===== src/hw/rtl/adsr_pkg.sv =====
// ----------------------------------------------------------------------------
// ADSR package
// Shared widths, register indexes, reset levels and the command/status
// bundles between the sequencer and the datapath.
// ----------------------------------------------------------------------------
package adsr_pkg;

	localparam int TICK_BITS_DEF = 24;   // default width of the tick index
	localparam int CFG_TICK_BITS = 24;   // width of a length register field
	localparam int LEVEL_BITS    = 16;   // width of every level
	localparam int CFG_DATA_BITS = 24;   // widest register
	localparam int CFG_IDX_BITS  = 3;

	localparam logic [CFG_IDX_BITS-1:0] REG_ATTACK  = 3'd0;
	localparam logic [CFG_IDX_BITS-1:0] REG_DECAY   = 3'd1;
	localparam logic [CFG_IDX_BITS-1:0] REG_RELEASE = 3'd2;
	localparam logic [CFG_IDX_BITS-1:0] REG_TOTAL   = 3'd3;
	localparam logic [CFG_IDX_BITS-1:0] REG_PEAK    = 3'd4;
	localparam logic [CFG_IDX_BITS-1:0] REG_SUSTAIN = 3'd5;

	localparam logic [LEVEL_BITS-1:0] PEAK_RESET    = 16'hFFFF;
	localparam logic [LEVEL_BITS-1:0] SUSTAIN_RESET = 16'h8000;

	typedef struct packed {
		logic load_in;   // transfer accepted: apply restart
		logic eval;      // pick phase, latch operands, advance index
		logic mul;       // form product, seed divider
		logic div_step;  // one restoring division step
		logic out_load;  // write result register
	} adsr_cmd_t;

	typedef struct packed {
		logic need_div;  // current tick lies on a ramp
		logic out_free;  // result register can take a new value
	} adsr_status_t;

endpackage


===== src/hw/rtl/adsr_if.sv =====
// ----------------------------------------------------------------------------
// ADSR channel interfaces
// Tick channel (restart flag) and level channel (level, running flag),
// each a valid/ready stream.
// ----------------------------------------------------------------------------
interface adsr_tick_if;
	logic valid;
	logic ready;
	logic restart;

	modport source (output valid, output restart, input ready);
	modport sink   (input valid, input restart, output ready);
endinterface

interface adsr_level_if;
	import adsr_pkg::*;

	logic                  valid;
	logic                  ready;
	logic [LEVEL_BITS-1:0] level;
	logic                  running;

	modport source (output valid, output level, output running, input ready);
	modport sink   (input valid, input level, input running, output ready);
endinterface


===== src/hw/rtl/adsr_ctrl.sv =====
// ----------------------------------------------------------------------------
// ADSR sequencer
// Steps each tick through evaluate, multiply and divide on a ramp, and result write.
// ----------------------------------------------------------------------------
module adsr_ctrl (
	input  logic                  clk,
	input  logic                  arst_n,
	input  logic                  in_valid,
	output logic                  in_ready,
	input  adsr_pkg::adsr_status_t st,
	output adsr_pkg::adsr_cmd_t    cmd
);
	import adsr_pkg::*;

	localparam int CNT_W = $clog2(LEVEL_BITS);

	typedef enum logic [4:0] {
		S_IDLE = 5'b00001,
		S_EVAL = 5'b00010,
		S_MUL  = 5'b00100,
		S_DIV  = 5'b01000,
		S_DONE = 5'b10000
	} state_t;

	state_t           state_q, state_d;
	logic [CNT_W-1:0] cnt_q;
	logic             last_step;

	assign in_ready  = (state_q == S_IDLE);
	assign last_step = (cnt_q == CNT_W'(LEVEL_BITS - 1));

	always_comb begin
		state_d = state_q;
		cmd     = '0;
		unique case (state_q)
			S_IDLE: begin
				if (in_valid) begin
					cmd.load_in = 1'b1;
					state_d     = S_EVAL;
				end
			end
			S_EVAL: begin
				cmd.eval = 1'b1;
				state_d  = st.need_div ? S_MUL : S_DONE;
			end
			S_MUL: begin
				cmd.mul = 1'b1;
				state_d = S_DIV;
			end
			S_DIV: begin
				cmd.div_step = 1'b1;
				if (last_step)
					state_d = S_DONE;
			end
			S_DONE: begin
				if (st.out_free) begin
					cmd.out_load = 1'b1;
					state_d      = S_IDLE;
				end
			end
			default: state_d = S_IDLE;
		endcase
	end

	always_ff @(posedge clk or negedge arst_n) begin
		if (!arst_n) begin
			state_q <= S_IDLE;
			cnt_q   <= '0;
		end else begin
			state_q <= state_d;
			if (cmd.mul)
				cnt_q <= '0;
			else if (cmd.div_step)
				cnt_q <= cnt_q + 1'b1;
		end
	end

endmodule


===== src/hw/rtl/adsr_datapath.sv =====
// ----------------------------------------------------------------------------
// ADSR datapath
// Register file, tick state, phase select, multiplier, restoring divider
// and result register.
// ----------------------------------------------------------------------------
module adsr_datapath #(
	parameter int TICK_BITS = adsr_pkg::TICK_BITS_DEF
) (
	input  logic                                clk,
	input  logic                                arst_n,
	input  logic                                cfg_we,
	input  logic [adsr_pkg::CFG_IDX_BITS-1:0]   cfg_index,
	input  logic [adsr_pkg::CFG_DATA_BITS-1:0]  cfg_data,
	input  logic                                restart,
	input  adsr_pkg::adsr_cmd_t                 cmd,
	output adsr_pkg::adsr_status_t              st,
	output logic                                out_valid,
	input  logic                                out_ready,
	output logic [adsr_pkg::LEVEL_BITS-1:0]     level,
	output logic                                running
);
	import adsr_pkg::*;

	localparam int TW = TICK_BITS;
	localparam int CW = (TICK_BITS < CFG_TICK_BITS) ? TICK_BITS : CFG_TICK_BITS;
	localparam int XW = TICK_BITS + 1;
	localparam int LW = LEVEL_BITS;

	// register file
	logic [CW-1:0] attack_q, decay_q, release_q, total_q;
	logic [LW-1:0] peak_q, sustain_q;

	// tick state
	logic [TW-1:0] idx_q;
	logic          active_q;

	// operands latched at evaluate
	logic [LW-1:0] opa_q;
	logic [CW-1:0] opb_q;
	logic [CW-1:0] dvs_q;
	logic [LW-1:0] base_q;
	logic          sub_q;
	logic          use_div_q;
	logic          run_q;

	// divider
	logic [CW-1:0] rem_q;
	logic [LW-1:0] quo_q;

	// result register
	logic          out_valid_q;
	logic [LW-1:0] level_q;
	logic          running_q;

	// phase select
	logic [CW-1:0] tot_eff, rel_start;
	logic [XW-1:0] idx_x, att_x, ad_x, rs_x, dec_span, rel_span;
	logic          ends, live;
	logic [LW-1:0] opa_d, base_d;
	logic [CW-1:0] opb_d, dvs_d;
	logic          sub_d, ramp_d;

	logic [LW+CW-1:0] prod;
	logic [CW:0]      trial, trial_sub;
	logic             ge;
	logic [LW-1:0]    result;

	always_ff @(posedge clk or negedge arst_n) begin
		if (!arst_n) begin
			attack_q  <= '0;
			decay_q   <= '0;
			release_q <= '0;
			total_q   <= '0;
			peak_q    <= PEAK_RESET;
			sustain_q <= SUSTAIN_RESET;
		end else if (cfg_we) begin
			unique case (cfg_index)
				REG_ATTACK:  attack_q  <= cfg_data[CW-1:0];
				REG_DECAY:   decay_q   <= cfg_data[CW-1:0];
				REG_RELEASE: release_q <= cfg_data[CW-1:0];
				REG_TOTAL:   total_q   <= cfg_data[CW-1:0];
				REG_PEAK:    peak_q    <= cfg_data[LW-1:0];
				REG_SUSTAIN: sustain_q <= cfg_data[LW-1:0];
				default: ;
			endcase
		end
	end

	always_comb begin
		tot_eff   = (total_q < release_q) ? '0 : total_q;
		rel_start = tot_eff - release_q;
		idx_x     = XW'(idx_q);
		att_x     = XW'(attack_q);
		ad_x      = XW'(attack_q) + XW'(decay_q);
		rs_x      = XW'(rel_start);
		dec_span  = idx_x - att_x;
		rel_span  = idx_x - rs_x;
		ends      = (idx_q >= TW'(tot_eff));
		live      = active_q && !ends;

		opa_d  = peak_q;
		opb_d  = CW'(idx_q);
		dvs_d  = attack_q;
		base_d = '0;
		sub_d  = 1'b0;
		ramp_d = 1'b0;
		if (!live) begin
			base_d = '0;
		end else if (idx_x <= att_x) begin
			if (attack_q == '0)
				base_d = peak_q;
			else
				ramp_d = 1'b1;
		end else if (idx_x <= ad_x) begin
			// decay: magnitude through the divider, sign applied at the end
			ramp_d = 1'b1;
			base_d = peak_q;
			opb_d  = CW'(dec_span);
			dvs_d  = decay_q;
			if (sustain_q >= peak_q) begin
				opa_d = sustain_q - peak_q;
			end else begin
				opa_d = peak_q - sustain_q;
				sub_d = 1'b1;
			end
		end else if (idx_x <= rs_x) begin
			base_d = sustain_q;
		end else begin
			ramp_d = 1'b1;
			base_d = sustain_q;
			opa_d  = sustain_q;
			opb_d  = CW'(rel_span);
			dvs_d  = release_q;
			sub_d  = 1'b1;
		end
	end

	assign st.need_div = ramp_d;
	assign st.out_free = !out_valid_q || out_ready;

	// the product's top part is below the divisor, so LW steps give the quotient
	assign prod      = (LW+CW)'(opa_q) * (LW+CW)'(opb_q);
	assign trial     = {rem_q, quo_q[LW-1]};
	assign trial_sub = trial - {1'b0, dvs_q};
	assign ge        = (trial >= {1'b0, dvs_q});

	always_comb begin
		if (!use_div_q)
			result = base_q;
		else if (sub_q)
			result = base_q - quo_q;
		else
			result = base_q + quo_q;
	end

	always_ff @(posedge clk or negedge arst_n) begin
		if (!arst_n) begin
			idx_q    <= '0;
			active_q <= 1'b0;
		end else if (cmd.load_in) begin
			if (restart) begin
				idx_q    <= '0;
				active_q <= 1'b1;
			end
		end else if (cmd.eval) begin
			if (active_q) begin
				if (ends)
					active_q <= 1'b0;
				else
					idx_q <= idx_q + 1'b1;
			end
		end
	end

	always_ff @(posedge clk) begin
		if (cmd.eval) begin
			opa_q     <= opa_d;
			opb_q     <= opb_d;
			dvs_q     <= dvs_d;
			base_q    <= base_d;
			sub_q     <= sub_d;
			use_div_q <= ramp_d;
			run_q     <= live;
		end
		if (cmd.mul) begin
			rem_q <= prod[LW+CW-1:LW];
			quo_q <= prod[LW-1:0];
		end else if (cmd.div_step) begin
			rem_q <= ge ? trial_sub[CW-1:0] : trial[CW-1:0];
			quo_q <= {quo_q[LW-2:0], ge};
		end
		if (cmd.out_load) begin
			level_q   <= result;
			running_q <= run_q;
		end
	end

	always_ff @(posedge clk or negedge arst_n) begin
		if (!arst_n)
			out_valid_q <= 1'b0;
		else if (cmd.out_load)
			out_valid_q <= 1'b1;
		else if (out_ready)
			out_valid_q <= 1'b0;
	end

	assign out_valid = out_valid_q;
	assign level     = level_q;
	assign running   = running_q;

endmodule


===== src/hw/rtl/adsr_envelope_generator_top.sv =====
// Linear ADSR envelope generator: one level per control tick.
// Ticks are taken one at a time; a ramp tick (attack, decay, release) runs through
//   the 16-step restoring divider, while a flat tick skips it.
// The result is registered and turns valid at the result write, which waits while
//   the result register is still held by the sink.
// Reset (arst_n low, asynchronous): envelope inactive, index 0, registers at defaults.
// ----------------------------------------------------------------------------
// ADSR envelope generator, top level
// Ties the sequencer and the datapath to the tick and level channels and
// the register write port.
// ----------------------------------------------------------------------------
module adsr_envelope_generator_top #(
	parameter int TICK_BITS = adsr_pkg::TICK_BITS_DEF
) (
	input  logic                               clk,
	input  logic                               arst_n,
	input  logic                               cfg_we,
	input  logic [adsr_pkg::CFG_IDX_BITS-1:0]  cfg_index,
	input  logic [adsr_pkg::CFG_DATA_BITS-1:0] cfg_data,
	adsr_tick_if.sink                          tick_ch,
	adsr_level_if.source                       level_ch
);
	import adsr_pkg::*;

	// Command/status bundle: the sequencer decides when, the datapath what.
	adsr_cmd_t    cmd;
	adsr_status_t st;

	// Sequencer: takes a tick transfer only when idle, then walks
	// evaluate -> multiply -> 16 divide steps -> result write. Flat ticks
	// (sustain, zero attack, inactive, end of envelope) skip straight to
	// the result write.
	adsr_ctrl u_ctrl (
		.clk      (clk),
		.arst_n   (arst_n),
		.in_valid (tick_ch.valid),
		.in_ready (tick_ch.ready),
		.st       (st),
		.cmd      (cmd)
	);

	// Datapath: holds the registers, the tick index and active flag, the
	// 16xN multiplier and the divider. The result register decouples the
	// level channel, so a new tick is taken while a level waits.
	adsr_datapath #(
		.TICK_BITS (TICK_BITS)
	) u_dp (
		.clk       (clk),
		.arst_n    (arst_n),
		.cfg_we    (cfg_we),
		.cfg_index (cfg_index),
		.cfg_data  (cfg_data),
		.restart   (tick_ch.restart),
		.cmd       (cmd),
		.st        (st),
		.out_valid (level_ch.valid),
		.out_ready (level_ch.ready),
		.level     (level_ch.level),
		.running   (level_ch.running)
	);

endmodule


===== src/flat_wrapper.sv =====
// flat-port wrapper written by rule: the top's interface ports become plain ports
module adsr_envelope_generator_top_flat import adsr_pkg::*;
#(
	parameter int TICK_BITS = adsr_pkg::TICK_BITS_DEF
)
  (clk, arst_n, cfg_we, cfg_index, cfg_data, tick_ch_valid, tick_ch_restart, tick_ch_ready, level_ch_valid, level_ch_level, level_ch_running, level_ch_ready);
  adsr_tick_if tick_ch_i ();
  adsr_level_if level_ch_i ();
  input  logic clk;
  input  logic arst_n;
  input  logic cfg_we;
  input  logic [adsr_pkg::CFG_IDX_BITS-1:0] cfg_index;
  input  logic [adsr_pkg::CFG_DATA_BITS-1:0] cfg_data;
  input wire logic [$bits(tick_ch_i.valid)-1:0] tick_ch_valid;
  input wire logic [$bits(tick_ch_i.restart)-1:0] tick_ch_restart;
  output wire logic [$bits(tick_ch_i.ready)-1:0] tick_ch_ready;
  output wire logic [$bits(level_ch_i.valid)-1:0] level_ch_valid;
  output wire logic [$bits(level_ch_i.level)-1:0] level_ch_level;
  output wire logic [$bits(level_ch_i.running)-1:0] level_ch_running;
  input wire logic [$bits(level_ch_i.ready)-1:0] level_ch_ready;
  assign tick_ch_i.valid = tick_ch_valid;
  assign tick_ch_i.restart = tick_ch_restart;
  assign tick_ch_ready = tick_ch_i.ready;
  assign level_ch_valid = level_ch_i.valid;
  assign level_ch_level = level_ch_i.level;
  assign level_ch_running = level_ch_i.running;
  assign level_ch_i.ready = level_ch_ready;
  adsr_envelope_generator_top #(.TICK_BITS(TICK_BITS)) u_core (.clk(clk), .arst_n(arst_n), .cfg_we(cfg_we), .cfg_index(cfg_index), .cfg_data(cfg_data), .tick_ch(tick_ch_i), .level_ch(level_ch_i));
endmodule

===== config.mk =====
export PLATFORM = sky130hd
export DESIGN_NAME = adsr_envelope_generator_top_flat
export DESIGN_NICKNAME = d
export VERILOG_FILES = /design/src/hw/rtl/adsr_pkg.sv /design/src/hw/rtl/adsr_if.sv /design/src/hw/rtl/adsr_ctrl.sv /design/src/hw/rtl/adsr_datapath.sv /design/src/hw/rtl/adsr_envelope_generator_top.sv /design/src/flat_wrapper.sv
export SDC_FILE = /design/constraint.sdc
export NUM_CORES = 2
export LEC_CHECK = 0
export BUFFER_PORTS_ARGS = -buffer_cell sky130_fd_sc_hd__buf_2
export CORE_ASPECT_RATIO = 1.75
export CORE_MARGIN = 1
export CORE_UTILIZATION = 60
export CTS_CLUSTER_SIZE = 40
export DETAILED_ROUTE_END_ITERATION = 7
export PLACE_DENSITY_LB_ADDON = 0.05
export SYNTH_ARGS = -nofsm -noshare
export SYNTH_HDL_FRONTEND = slang
export SYNTH_HIERARCHICAL = 1
export SYNTH_SLANG_ARGS = --single-unit

===== constraint.sdc =====
create_clock -name clk -period 6.2 [get_ports clk]
set_input_delay 1.86 -clock clk [delete_from_list [all_inputs] [get_ports clk]]
set_output_delay 1.86 -clock clk [all_outputs]
set_load 0.01 [all_outputs]

==> flow_metrics.env <==
export IMPL_outcome="complete, but fails checks"
export IMPL_violations="negative setup slack"
export IMPL_fin_util=0.738
export IMPL_hold_class="reg -> reg"
export IMPL_vias_per_cell=6.04
export IMPL_finalHoldViolCount=0
export IMPL_areaGrowthSynthToFinish_pct=21.4
export IMPL_slew_headroom=0.0918
export IMPL_core_region_area_um2=57200
export IMPL_worstMarginPinSlew_ps=1350
export IMPL_routed_wl_um=113000
export IMPL_syn_area_per_cell_um2=9.08
export IMPL_worst_setup_path_start_kind="register"
export IMPL_finalSetupViolCount=82
export IMPL_critPathKind="reg -> reg"
export IMPL_route_detailed_drc=0
export IMPL_nets=4965
export IMPL_die_area_um2=59000
export IMPL_register_area_um2=8310
export IMPL_drt_iter0_drc=2103
export IMPL_multi_input_area_um2=25400
export IMPL_ys_seq_area_frac=0.239
export IMPL_synth_async_sr_flop_share=0.538
export IMPL_rsz0062_at_grt="true"
export IMPL_path_max_fanout=7
export IMPL_synthTopCellsByCount="nand2_1 (519), inv_1 (491), ha_1 (351)"
export IMPL_finalClockSkew_ps=32.2
export IMPL_ys_ff_latch=303
export IMPL_fin_tns_setup_ps=-10160
export IMPL_report_final_slew_viol_count=0
export IMPL_start_util=0.608
export IMPL_grt_pass1_vias=32700
export IMPL_reg2reg_from="u_core/u_dp/opa_q[3]"
export IMPL_period_share=1.06
export IMPL_final_layout_size_suffix_gt1_frac=0.231
export IMPL_yosysWarningCount=6
export IMPL_yosysTopAreaCell="fa_1"
export IMPL_synth_area_um2=34800
export IMPL_cts_sinks=303
export IMPL_worstPathRequired_ps=6530
export IMPL_first_pass_iters=6
export IMPL_reg2reg_to="u_core/u_dp/rem_q[23]"
export IMPL_ys_types=94
export IMPL_synth_edff_count=140
export IMPL_finalWeightedCongestion=1.04
export IMPL_fmax_mhz=152
export IMPL_track_usage=0.380
export IMPL_cts_reportedPaths_clkPinSlew_ps=70
export IMPL_post_synth_top_count_cell="nand2_1"
export IMPL_clockBufferDepth=3
export IMPL_hold_start="u_core/u_dp/run_q"
export IMPL_hold_path_depth=0
export IMPL_fin_ws_ps=-368
export IMPL_num_rows=116
export IMPL_ys_top_cells_by_area="fa_1 (18%), ha_1 (13%), edfxtp_1 (12%)"
export IMPL_r2r_slack_ps=-370
export IMPL_ant_nets=0
export IMPL_portBuffers=51
export IMPL_num_io_pins=52
export IMPL_vias=30600
export IMPL_wire_per_inst_um=22.3
export IMPL_cts_buffers_inserted=30
export IMPL_clk_latency_ps=630
export IMPL_max_cap_violations=0
export IMPL_ys_flop_type="dfrtp_1"
export IMPL_cts_root_buf="clkbuf_16"
export IMPL_gr_total_overflow=0
export IMPL_syn_nets=4526
export IMPL_antenna_found_initial=1
export IMPL_grt_pass1_wl_um=171000
export IMPL_synthCells=3828
export IMPL_cts_tree="yes"
export IMPL_nFillCells=4222
export IMPL_synth_top_cell_area_share=0.181
export IMPL_holdPathEnd="u_core/u_dp/running"
export IMPL_die_w_um=184
export IMPL_min_period_ps=6570
export IMPL_place_ws_ps=-966
export IMPL_reg2reg_depth=23
export IMPL_n_antenna_cell=0
export IMPL_htreeDepth=1
export IMPL_hpwl_um=87500
export IMPL_end_kind="register"
export IMPL_grt_max_degree=83
export IMPL_dieHeight_um=320
export IMPL_arrival_ps=6890
-- registers in the layout (all words and copies together) (netlist names), 24 cells and up --
name,count
u_core/u_dp/release_q,24
u_core/u_dp/total_q,24
u_core/u_dp/dvs_q,24
u_core/u_dp/opb_q,24
u_core/u_dp/rem_q,24
u_core/u_dp/idx_q,24
u_core/u_dp/attack_q,24
u_core/u_dp/decay_q,24
-- kinds of logic after synthesis --
family | count (synthesis) | share of synthesized area
and+or+nand+nor | 1121 | 0.150
AOI/OAI and AO/OA | 780 | 0.144
adders and majority gates | 665 | 0.307
buffers and inverters | 635 | 0.0704
DFF | 303 | 0.239
xor gates and xnor gates | 185 | 0.0466
muxes | 139 | 0.0433
-- critical path: stages (launching register included) --
cell and delay [ps]:
edfxtp_1 390, buf_12 160, buf_8 120, nand2_1 80, fa_1 570, inv_2 50, fa_1 550, inv_2 40
fa_1 480, inv_2 40, fa_1 590, fa_1 470, fa_1 500, ha_1 350, buf_4 130, nand2_1 70
nor3_2 310, nand3_2 180, nor3_4 280, o31ai_4 150, o211ai_1 230, a31oi_1 160, xnor2_1 240, mux2i_1 110
-- area by class of cell --
| type | instances | area share |
|---|---|---|
| inverter | 492 | 0.0438 |
| clock buffer | 39 | 0.0191 |
| sequential | 303 | 0.197 |
| multi-input combinational | 2890 | 0.602 |
| timing repair buffer | 550 | 0.111 |
| tap | 767 | 0.0227 |
| clock inverter | 17 | 0.00474 |
-- cell usage in the layout, fill, tap and decap left out, types with 26 or more instances in the layout --
cell and n:
a21o_1 71, a21oi_1 196, and2_1 115, buf_2 50
buf_4 389, buf_6 77, clkbuf_16 33, dfrtp_1 145
edfxtp_1 140, fa_1 288, fa_2 26, ha_1 324
inv_1 456, inv_2 35, mux2_2 89, mux2i_1 48
nand2_1 478, nand3_1 48, nand4_1 31, nor2_1 172
nor3_1 46, o21a_1 39, o21ai_0 152, o21ai_1 44
xnor2_1 95, xor2_1 83
-- timing repair --
action / CTS / global route
gates resized for setup: 252 / 182
gates cloned: 1 / 7
buffers inserted: 70 / 30
endpoints found under the setup margin: 89 / 95
hold buffers: 0 / 0
pin swaps: 184 / 110
-- routing by layer --
metal / vias up / track usage / share of wire
li1: 13900 / - / -
met1: 15000 / 0.378 / 0.33
met2: 1250 / 0.701 / 0.52
met3: 478 / 0.0477 / 0.049
met4: 0 / 0.307 / 0.092
met5: - / 0 / 0
-- metrics by stage --
stage	hold slack [ps]	area [um2]	instances
2_1_floorplan	400	34900	3828
3_3_place_gp	444	38600	4902
3_5_place_dp	451	38600	4902
4_1_cts	467	41100	5027
5_1_grt	477	42200	5058
6_report	459	42200	5058
-- worst max path at each step --
stage | slack [ps] | from | endpoint | cells after the start
finish | -370 | u_core/u_dp/opa_q[3] | u_core/u_dp/rem_q[23] | 23
global route | -550 | u_core/u_dp/opa_q[1] | u_core/u_dp/rem_q[23] | 24
CTS | -260 | u_core/u_dp/total_q[1] | u_core/u_dp/opb_q[21] | 30
detailed placement | -970 | u_core/u_dp/release_q[1] | u_core/u_dp/opa_q[15] | 35
global placement | -860 | u_core/u_dp/release_q[1] | u_core/u_dp/opa_q[15] | 35
floorplan | -4 | u_core/u_dp/total_q[9] | u_core/u_dp/opa_q[15] | 33
Power is left out: the tool's default activity adds up to more than one toggle a clock period on the data nets, which glitch-free logic cannot reach.
